## src/design/mdsf_pkg.sv

```systemverilog
// Shared types and constants for the missing-data scale factor unit.
// No dependencies; imported by every module of the block.
package mdsf_pkg;

  // Field widths fixed by the item format
  localparam int unsigned KIND_W   = 2;
  localparam int unsigned SAMPLE_W = 6;
  localparam int unsigned LOCUS_W  = 10;
  localparam int unsigned N_W      = 11;
  localparam int unsigned FRAC_W   = 16;
  localparam int unsigned FACTOR_W = 27;
  localparam int unsigned WORD_W   = 64;
  localparam int unsigned BIT_W    = 6;
  localparam int unsigned STEP_W   = 5;

  // Request kinds
  localparam logic [KIND_W-1:0] KIND_MARK  = 2'd0;
  localparam logic [KIND_W-1:0] KIND_CLEAR = 2'd1;
  localparam logic [KIND_W-1:0] KIND_QUERY = 2'd2;

  // Constants of the result format
  localparam logic [FACTOR_W-1:0] FACTOR_ONE   = 27'd65536;
  localparam logic [N_W-1:0]      N_RESET      = 11'd1024;
  localparam logic [STEP_W-1:0]   DIV_LAST_STEP = 5'd26;

  // Divider start request
  typedef struct packed {
    logic           start;
    logic [N_W-1:0] numer;
    logic [N_W-1:0] divisor;
  } div_req_t;

  // Divider result
  typedef struct packed {
    logic                done;
    logic [FACTOR_W-1:0] quotient;
  } div_rsp_t;

endpackage

```

## src/design/mdsf_div.sv

```systemverilog
// Restoring divider, one quotient bit per cycle: (numer << 16) / divisor.
// Depends on mdsf_pkg for widths and the request/result structs.
module mdsf_div (
  input  logic               clk_i,
  input  logic               rst_ni,
  input  mdsf_pkg::div_req_t req_i,
  output mdsf_pkg::div_rsp_t rsp_o
);
  import mdsf_pkg::*;

  logic                busy_q, busy_d;
  logic                done_q, done_d;
  logic [STEP_W-1:0]   step_q, step_d;
  logic [N_W-1:0]      div_q, div_d;
  logic [N_W:0]        rem_q, rem_d;
  logic [FACTOR_W-1:0] quo_q, quo_d;
  logic [N_W:0]        rem_shift;

  // Load operands on start, else shift in the next dividend bit and try to subtract
  always_comb begin
    busy_d    = busy_q;
    done_d    = 1'b0;
    step_d    = step_q;
    div_d     = div_q;
    rem_d     = rem_q;
    quo_d     = quo_q;
    rem_shift = {rem_q[N_W-1:0], quo_q[FACTOR_W-1]};
    if (req_i.start) begin
      busy_d = 1'b1;
      step_d = '0;
      div_d  = req_i.divisor;
      rem_d  = '0;
      quo_d  = {req_i.numer, {FRAC_W{1'b0}}};
    end else if (busy_q) begin
      if (rem_shift >= {1'b0, div_q}) begin
        rem_d = rem_shift - {1'b0, div_q};
        quo_d = {quo_q[FACTOR_W-2:0], 1'b1};
      end else begin
        rem_d = rem_shift;
        quo_d = {quo_q[FACTOR_W-2:0], 1'b0};
      end
      step_d = step_q + 1'b1;
      if (step_q == DIV_LAST_STEP) begin
        busy_d = 1'b0;
        done_d = 1'b1;
      end
    end
  end

  // Hold control state
  always_ff @(posedge clk_i or negedge rst_ni) begin
    if (!rst_ni) begin
      busy_q <= 1'b0;
      done_q <= 1'b0;
      step_q <= '0;
    end else begin
      busy_q <= busy_d;
      done_q <= done_d;
      step_q <= step_d;
    end
  end

  // Hold operands
  always_ff @(posedge clk_i) begin
    div_q <= div_d;
    rem_q <= rem_d;
    quo_q <= quo_d;
  end

  assign rsp_o.done     = done_q;
  assign rsp_o.quotient = quo_q;

endmodule

```

## config.mk

```make
export PLATFORM = sky130hd
export DESIGN_NAME = mdsf_div
export DESIGN_NICKNAME = d
export VERILOG_FILES = /design/src/design/mdsf_pkg.sv /design/src/design/mdsf_div.sv
export SDC_FILE = /design/constraint.sdc
export NUM_CORES = 1
export LEC_CHECK = 0
export ABC_AREA = 0
export BUFFER_PORTS_ARGS = -buffer_cell sky130_fd_sc_hd__buf_2
export CAP_MARGIN = 20
export CORE_ASPECT_RATIO = 2
export CORE_MARGIN = 2
export CORE_UTILIZATION = 55
export DETAILED_ROUTE_END_ITERATION = 8
export PLACE_DENSITY = 0.9
export SLEW_MARGIN = 20
export SYNTH_ARGS = -nofsm -noshare
export SYNTH_HDL_FRONTEND = slang
export SYNTH_SLANG_ARGS = --single-unit
```

## constraint.sdc

```tcl
create_clock -name clk_i -period 2.7 [get_ports clk_i]
set_input_delay 0.27 -clock clk_i [delete_from_list [all_inputs] [get_ports clk_i]]
set_output_delay 0.27 -clock clk_i [all_outputs]
set_load 0.005 [all_outputs]
```

==> run summary, run 1 <==
Combinational share of power: 0.355
Period minus WS final: 2.507 ns
Pre-antenna DRT Iters: 4
Final #Nets: 353
Hold Path Sink: div_q[7]
1st-iter DRT viols: 118
Mapped cell area: 2829 µm²
Pwr Total: 2526 µW
Setup Fix Bufs, Post-CTS: 0
Routability Congestion: 0.9073
Arr. time, crit path: 2.73 ns
FF-to-FF Start: quo_q[26]
Hold Crit Class: input pin to flop
Cts bufs inserted: 5
HPWL after DPL: 4234 µm
CTS clk-pin slew, worst paths: 0.10 ns
Pwr Density: 779.0 nW/µm²
Area grow syn2layout: 14.60%
Final setup violation count: 0
Synth warn: 0
Crit Reg-Reg Endpoint: rem_q[8]
EDFF count, synth: 22
Worst Tran Pin Value: 0.8253 ns
Worst Setup Start Kind: flop
FMAX: 398.9 MHz
Fillers: 381
Num rows: 37
Net switching power figure: 874.0 µW
Crit Path Max Fanout: 10
Drt drc: 0
Final hold vios: 0
Min-Delay Startpoint: req_i[7]
Ys async rst share: 0.1250
Setup TNS: 0 ns
Hold Buf Count CTS: 1
Synth Register Bits: 56
Die Y: 105.4 µm
Ports: 53
Sw Ratio: 0.3461
Die width: 54.71 µm
DR WL/cell: 15.89 µm
Post-Syn Nets: 304
Main synth FF type: dfxtp_1
Cell count after synthesis: 265
Initial antenna violation count: 0
Die area: 5768 µm²
Antenna cells: 0
Vias in the first global route: 2,192
R2R Setup Slk: 0.19 ns
Slew headroom: 0.4487
Worst setup margin: 0.1932 ns
Average cell area after synthesis: 10.68 µm²
CP Capture Type: flop
R2R depth: 9
H-tree depth: 2
Fraction of layout cells with a size suffix above 1: 0.2413
Initial Utilization: 0.5606
Clock Skews: 0.003896 ns
Vias/cell: 5.901
First-pass GRT wire length: 9611 µm
GRT Util Overall: 0.2207
CTS tree: yes
Yosys cell types: 54
Detailed-route via count: 2,201
Sequential area share after synthesis: 0.4865
CTS Root Cell: clkbuf_8
Final period util: 0.9284
Internal power: 1651 µW
Overflow after GRT: 0
CTS sink count: 56
Routed Wire Length: 5927 µm
Hold depth: 1
DP Worst Slack: 0.2543 ns
Seq pwr share: 0.426
Core outline area: 5046 µm²
Setup Crit Path Kind: flop to flop
Leak: 0.001534 µW
RSZ-0062 raised after global routing: no
Largest net degree at the start of global routing: 35
Clock power frac: 0.219
Critical Path RT: 2.92 ns
Final ANT Viol Nets: 0
Maximum vdd drop: 0.6019 mV
# resized after CTS: 0
Max cap viols: 0
Port Buffers: 52
Final slew viol count: 0
Clk buf depth: 2
Status: completed
Clk_lat worst skew: 0.31 ns
cell families after synthesis:
family                     share of synthesized area
adders and majority gates                    0.06457
xor gates and xnor gates                     0.03405
and+or+nand+nor                               0.1243
DFF                                           0.4865
muxes                                        0.06059
AOI/OAI and AO/OA                             0.1849
buffers and inverters                        0.04512
worst max-delay path, cell delays in order, from the launching register on:
cell,delay [ns]
edfxtp_1,0.39
inv_1,0.06
ha_1,0.22
fa_1,0.41
nand2b_1,0.20
a21o_2,0.24
a21oi_4,0.16
o2111a_2,0.32
o21ai_0,0.14
a311oi_1,0.28
metal layers:
metal,up-vias,global-route usage,wire (µm)
li1,1054,-,-
met1,1053,0.2780,2369
met2,79,0.3588,3100
met3,15,0.03116,303
met4,0,0.09643,153
met5,-,0,0
power by group through the flow:
stage | Clock [µW] | Combinational, µW | Sequential (µW)
2_1_floorplan | 0 | 669 | 1070
3_3_place_gp | 0 | 821 | 1090
3_5_place_dp | 0 | 869 | 1090
4_1_cts | 563 | 887 | 1070
5_1_grt | 595 | 987 | 1090
6_report | 553 | 897 | 1080
metrics by stage:
step	utilization	hold WS [ns]	std cells	cell area, µm²
3_5_place_dp	0.6184	0.1155	364	3120
3_3_place_gp	0.6184	0.1086	364	3120
2_1_floorplan	-	-0.02559	265	2829
5_1_grt	0.6425	0.1136	373	3242
4_1_cts	0.6425	0.1230	373	3242
6_report	0.6425	0.1280	373	3242
cell type report:
type | instances | area (µm²) | share of cell area
inverters | 17 | 63.81 | 0.01968
multi-input cells | 178 | 1325 | 0.4087
clock inverters | 2 | 38.79 | 0.01196
repair buffers | 56 | 292.8 | 0.09031
flip-flops and latches | 56 | 1376 | 0.4245
well taps | 58 | 72.57 | 0.02239
clock buffers | 6 | 72.57 | 0.02239
placed cells by master (no fill, tap or decap), types with 7 or more instances in the layout:
master / Yosys / final
edfxtp_1: 22 / 22
dfxtp_1: 27 / 27
a22o_1: 10 / 10
nor2_1: 36 / 36
dfrtp_1: 7 / 7
ha_1: 13 / 13
o21ai_0: 12 / 12
inv_1: 17 / 17
nand2_1: 7 / 7
buf_2: 0 / 52
mux2i_1: 16 / 16
state kept, by name, indices dropped and copies added, names as in the netlist:
signal,cells
rem_q,11
done_q,1
busy_q,1
quo_q,27
step_q,5
div_q,11
worst max-delay path by stage:
stage / start / end / slack, ns
2_1_floorplan: quo_q[26] / rem_q[2] / 0.48
3_3_place_gp: quo_q[26] / rem_q[2] / 0.41
4_1_cts: quo_q[26] / rem_q[2] / 0.21
5_1_grt: quo_q[26] / rem_q[8] / 0.05
3_5_place_dp: quo_q[26] / rem_q[2] / 0.25
6_report: quo_q[26] / rem_q[8] / 0.19
synth_stat cells (2+ instances only):
| cell type | number | area share |
|---|---|---|
| a21o_1 | 3 | 0.0080 |
| o21ai_0 | 12 | 0.021 |
| nand3_1 | 6 | 0.011 |
| nand2b_1 | 5 | 0.011 |
| o21bai_1 | 4 | 0.011 |
| a211oi_1 | 4 | 0.011 |
| o21a_1 | 2 | 0.0053 |
| nor4b_1 | 2 | 0.0062 |
| nand2_1 | 7 | 0.0093 |
| xor2_1 | 5 | 0.015 |
| edfxtp_1 | 22 | 0.23 |
| buf_1 | 2 | 0.0027 |
| a21oi_1 | 5 | 0.0088 |
| o2111ai_1 | 2 | 0.0062 |
| a311oi_1 | 6 | 0.019 |
| ha_1 | 13 | 0.057 |
| xnor2_1 | 6 | 0.019 |
| mux2i_1 | 16 | 0.057 |
| a41oi_1 | 2 | 0.0062 |
| nor2_1 | 36 | 0.048 |
| nor2b_1 | 3 | 0.0066 |
| dfxtp_1 | 27 | 0.19 |
| inv_1 | 17 | 0.023 |
| clkbuf_1 | 10 | 0.013 |
| a22o_1 | 10 | 0.031 |
| nand4_1 | 4 | 0.0088 |
| dfrtp_1 | 7 | 0.062 |
No activity file was read; power rests on OpenSTA's default activity.
==> run 2: changes to the inputs <==
Clock period 2.7 ns to 3 ns, I/O delays scaled along.
==> run 2 against run 1 <==
Utilization shrank 0.32 points. Global-route usage shrank 0.53 points. Cell count down 0.27%. Critical path depth did not move. Clock-buffer cell count down 1. Worst hold slack improved by 0.022 ns. Combinational power shrank 11%. Design area is 0.50% lower. Critical path type unchanged. Critical endpoint is now rem_q[7]. Largest power group unchanged.
==> run summary, run 2 (synthesis results as in run 1) <==
Routability Congestion: 0.8334
Largest net degree at the start of global routing: 36
Met2 Resource Use GR: 0.3776
Met1 GRT Util: 0.2486
Max cap viols: 0
Leak: 0.001526 µW
CTS Root Cell: clkbuf_8
1st-iter DRT viols: 74
Core outline area: 5046 µm²
Arr. time, crit path: 2.69 ns
Fillers: 403
Worst Tran Pin Value: 0.8866 ns
CTS clk-pin slew, worst paths: 0.11 ns
CP Cell Sequence: inv_1 > ha_1 > fa_1 > nand2b_1 > a21o_2 > a21oi_4 > o2111a_2 > o21ai_0 > a311oi_1
FMAX: 404.4 MHz
RSZ-0062 raised after global routing: no
Die area: 5768 µm²
Worst Setup Start Kind: flop
CTS tree: yes
Setup Crit Path Kind: flop to flop
Die Y: 105.4 µm
Crit Path Max Fanout: 10
Final setup violation count: 0
Placed cells: 363
Commonest cells after routing, fill and taps aside: buf_2 (52), nor2_1 (36), dfxtp_1 (27)
DP Worst Slack: 0.5723 ns
Initial Utilization: 0.5606
GRT Util Overall: 0.2154
CP max stage cell: fa_1
Routed Wire Length: 5833 µm
Area grow syn2layout: 14.02%
CP Capture Type: flop
Clock Skews: 0.01121 ns
HPWL after DPL: 4271 µm
Fraction of layout cells with a size suffix above 1: 0.2420
Vias/cell: 5.841
Overflow after GRT: 0
Final period util: 0.8243
H-tree depth: 2
Drt drc: 0
Ports: 53
Final hold vios: 0
DR WL/cell: 15.68 µm
Slew headroom: 0.4077
Worst stage delay on the critical path: 0.40 ns
Final slew viol count: 0
Final ANT Viol Nets: 0
Vias in the first global route: 2,195
Die width: 54.71 µm
Setup TNS: 0 ns
Status: completed
Detailed-route via count: 2,173
Critical Path RT: 3.21 ns
Antenna cells: 0
Pre-antenna DRT Iters: 4
Final #Nets: 352
First-pass GRT wire length: 9397 µm
Clk buf depth: 2
GRT busiest layer: met2
Port Buffers: 52
Met3 usage: 0.02975
Largest reg by FF count: quo_q
Clk_lat worst skew: 0.32 ns
Finished Layout Cells: 372
Initial antenna violation count: 0
Cts bufs inserted: 5
CTS sink count: 56
Num rows: 37
Biggest regs: quo_q (27), div_q (11), rem_q (11)
Most common cell after layout, fill and taps aside: buf_2
Hold Crit Class: input pin to flop
Worst setup margin: 0.5271 ns
Maximum vdd drop: 0.4720 mV
Period minus WS final: 2.473 ns
Max FFs per register: 27
Pwr Density: 678.8 nW/µm²
-- run 2: cell types whose count changed in the layout (fill, tap and decap cells not counted) --
cell,before,now
buf_4,3,1
buf_12,0,1
bufinv_16,1,0
clkbuf_1,1,0
clkinv_2,0,1
clkinvlp_4,0,1
-- run 2: metal layers --
metal	vias to the layer above	routed length, µm
met5	-	0
met2	75	3089
met4	0	134
met3	14	286
li1	1055	-
met1	1029	2321
-- run 2: report_power, final --
part	switching, µW	internal [µW]	leakage (µW)	total, µW
clock network	255	166	0.0000445	421
registers	85.3	889	0.000538	974
logic	451	344	0.000943	794
-- run 2: area by class of cell --
class / count / area [µm²] / share of cell area
multi-input cells: 178 / 1325 / 0.4108
inverters: 17 / 63.81 / 0.01978
clock buffers: 5 / 68.82 / 0.02133
clock inverters: 3 / 21.27 / 0.006594
well taps: 58 / 72.57 / 0.02250
repair buffers: 55 / 297.8 / 0.09232
flip-flops and latches: 56 / 1376 / 0.4267
-- run 2: worst max-delay path: cells and delay by family (launching register included) --
kind | cells | cell delay (ns)
adder cells (fa/ha/maj) | 2 | 0.62
AO/OA/AOI/OAI | 5 | 1.14
buffers and inverters | 1 | 0.05
flip-flops | 1 | 0.38
AND/OR/NAND/NOR | 1 | 0.19
-- run 2: path summary, 6_finish.rpt --
check	slack (ns)	endpoint	depth (start not counted)	startpoint
setup reg to reg	0.53	rem_q[7]	9	quo_q[26]
setup / recovery	0.53	rem_q[7]	9	quo_q[26]
max in group asynchronous	2.50	done_q	2	rst_ni
hold / removal	0.15	div_q[2]	1	req_i[2]
min in group asynchronous	0.33	step_q[4]	2	rst_ni
hold reg to reg	0.53	quo_q[15]	2	quo_q[15]
-- run 2: what timing repair did --
action	CTS	global route
hold buffers	1	0
gates resized for setup	0	0
setup buffers	0	0
hold endpoints to repair	7	0
-- run 2: metrics by stage --
stage          total power, µW  hold WS, ns  cell area [µm²]    util
3_5_place_dp              1766       0.1443             3126  0.6194
6_report                  2190       0.1498             3226  0.6392
4_1_cts                   2191       0.1497             3226  0.6392
2_1_floorplan             1565     0.004409             2829       -
5_1_grt                   2312       0.1398             3226  0.6392
3_3_place_gp              1727       0.1365             3126  0.6194
==> run 3: changes to the inputs <==
Clock period 3 ns to 2.5 ns, I/O delays scaled along.
==> run 3 against run 2 <==
Maximum frequency up 1.9%. Flip-flop and latch count is the same. First-iteration DRC count up 32%. Die area is the same. Combinational power increased by 24%. Total power grew 21%. Utilization is 0.64 points higher. Register-to-register slack got worse by 0.45 ns. Critical path type unchanged.
==> run summary, run 3 (synthesis results as in run 1) <==
Largest reg by FF count: quo_q
Clk buf depth: 2
Pwr Total: 2650 µW
Area post-placement: 3128 µm²
CTS clk-pin slew, worst paths: 0.09 ns
Worst stage delay on the critical path: 0.39 ns
Fillers: 385
Period minus WS final: 2.426 ns
Routability Congestion: 0.8360
Largest net degree at the start of global routing: 28
Fraction of layout cells with a size suffix above 1: 0.2539
Worst Tran Pin Value: 0.8354 ns
Internal power: 1698 µW
DR WL/cell: 15.78 µm
Port Buffers: 52
Initial Utilization: 0.5606
H-tree depth: 2
Die width: 54.71 µm
CP Capture Type: flop
Num rows: 37
Critical Path RT: 2.72 ns
First-pass GRT wire length: 9197 µm
Sw Ratio: 0.3590
Max cap viols: 0
Max FFs per register: 27
Min-Delay Startpoint: req_i[7]
Combinational share of power: 0.371
Final hold vios: 0
Arr. time, crit path: 2.64 ns
Design Area, Final: 3258 µm²
Reg area: 1376 µm²
Pre-antenna DRT Iters: 4
Final period util: 0.9705
Maximum vdd drop: 0.6708 mV
Overflow after GRT: 0
Initial antenna violation count: 0
Most common cell after layout, fill and taps aside: buf_2
Antenna cells: 0
Worst Setup Start Kind: flop
Core Util, Final: 0.6457
Routed Wire Length: 5950 µm
Core outline area: 5046 µm²
Cts bufs inserted: 5
Commonest cells after routing, fill and taps aside: buf_2 (52), nor2_1 (36), dfxtp_1 (27)
CTS sink count: 56
Final setup violation count: 0
Area grow syn2layout: 15.17%
Setup TNS: 0 ns
Leak: 0.001550 µW
1st-iter DRT viols: 98
Vias in the first global route: 2,156
Die area: 5768 µm²
Worst Setup SP: quo_q[26]
Area of the multi-input gates: 1339 µm²
Final ANT Viol Nets: 0
Final slew viol count: 0
Hold Crit Class: input pin to flop
HPWL after DPL: 4330 µm
Crit Path Max Fanout: 5
CTS Root Cell: clkbuf_8
Biggest regs: quo_q (27), div_q (11), rem_q (11)
GRT Util Overall: 0.2106
FF-to-FF Start: quo_q[26]
CP max stage cell: edfxtp_1
Seq pwr share: 0.441
Final #Nets: 357
Slew headroom: 0.4419
Drt drc: 0
Clk_lat worst skew: 0.31 ns
Clock Skews: 0.005187 ns
CP Cell Sequence: inv_1 > ha_1 > fa_2 > nand2b_1 > a21o_2 > a21oi_4 > o2111a_1 > nor2_1 > o31ai_1
Die Y: 105.4 µm
Pwr Density: 813.2 nW/µm²
Detailed-route via count: 2,220
Ports: 53
FMAX: 412.2 MHz
Worst Hold Slack: 0.1097 ns
Setup Crit Path Kind: flop to flop
Status: completed
Vias/cell: 5.889
Clock power frac: 0.188
Net switching power figure: 951.3 µW
CTS tree: yes
## run 3: worst max-delay path, delay by kind of cell, from the launching register on
| family | cells | cell delay (ns) |
|---|---|---|
| adder cells (fa/ha/maj) | 2 | 0.59 |
| buffers and inverters | 1 | 0.06 |
| flip-flops | 1 | 0.39 |
| AND/OR/NAND/NOR | 2 | 0.30 |
| AO/OA/AOI/OAI | 4 | 1.02 |
## run 3: what timing repair did
action                                 4_1_cts  5_1_grt
setup buffers                                0        2
endpoints found under the hold margin        7        0
hold buffers                                 1        0
setup endpoints to repair                    0        9
gates resized for setup                      0        2
## run 3: area by class of cell
cell class | count | share of cell area
flip-flops and latches | 56 | 0.4224
multi-input cells | 179 | 0.4109
repair buffers | 59 | 0.09677
clock buffers | 6 | 0.02343
well taps | 58 | 0.02227
inverters | 17 | 0.01959
clock inverters | 2 | 0.004608
## run 3: power groups by stage
stage | clock network, µW | logic [µW] | registers (µW)
finish | 497 | 984 | 1170
global route | 546 | 1070 | 1180
CTS | 515 | 948 | 1160
detailed placement | 0 | 940 | 1180
global placement | 0 | 896 | 1180
floorplan | 0 | 722 | 1160
## run 3: per-stage QoR
stage	setup slack [ns]	cells
floorplan	0.2802	265
detailed placement	0.03731	365
global placement	0.2072	365
global route	-0.03545	377
CTS	0.03459	374
finish	0.07370	377
## run 3: metal layers
| layer | global-route usage | wire length (µm) | up-vias |
|---|---|---|---|
| met2 | 0.3444 | 2981 | 96 |
| met1 | 0.2455 | 2389 | 1026 |
| met4 | 0.09643 | 231 | 0 |
| met3 | 0.05241 | 348 | 25 |
| li1 | - | - | 1073 |
| met5 | 0 | 0 | - |
## run 3: final timing paths
check | slack, ns | end | depth (start not counted)
max | 0.07 | rem_q[10] | 9
min | 0.11 | div_q[7] | 1
max reg2reg | 0.07 | rem_q[10] | 9
min reg2reg | 0.52 | quo_q[9] | 2
max in group asynchronous | 2.04 | step_q[1] | 2
min in group asynchronous | 0.31 | step_q[3] | 2
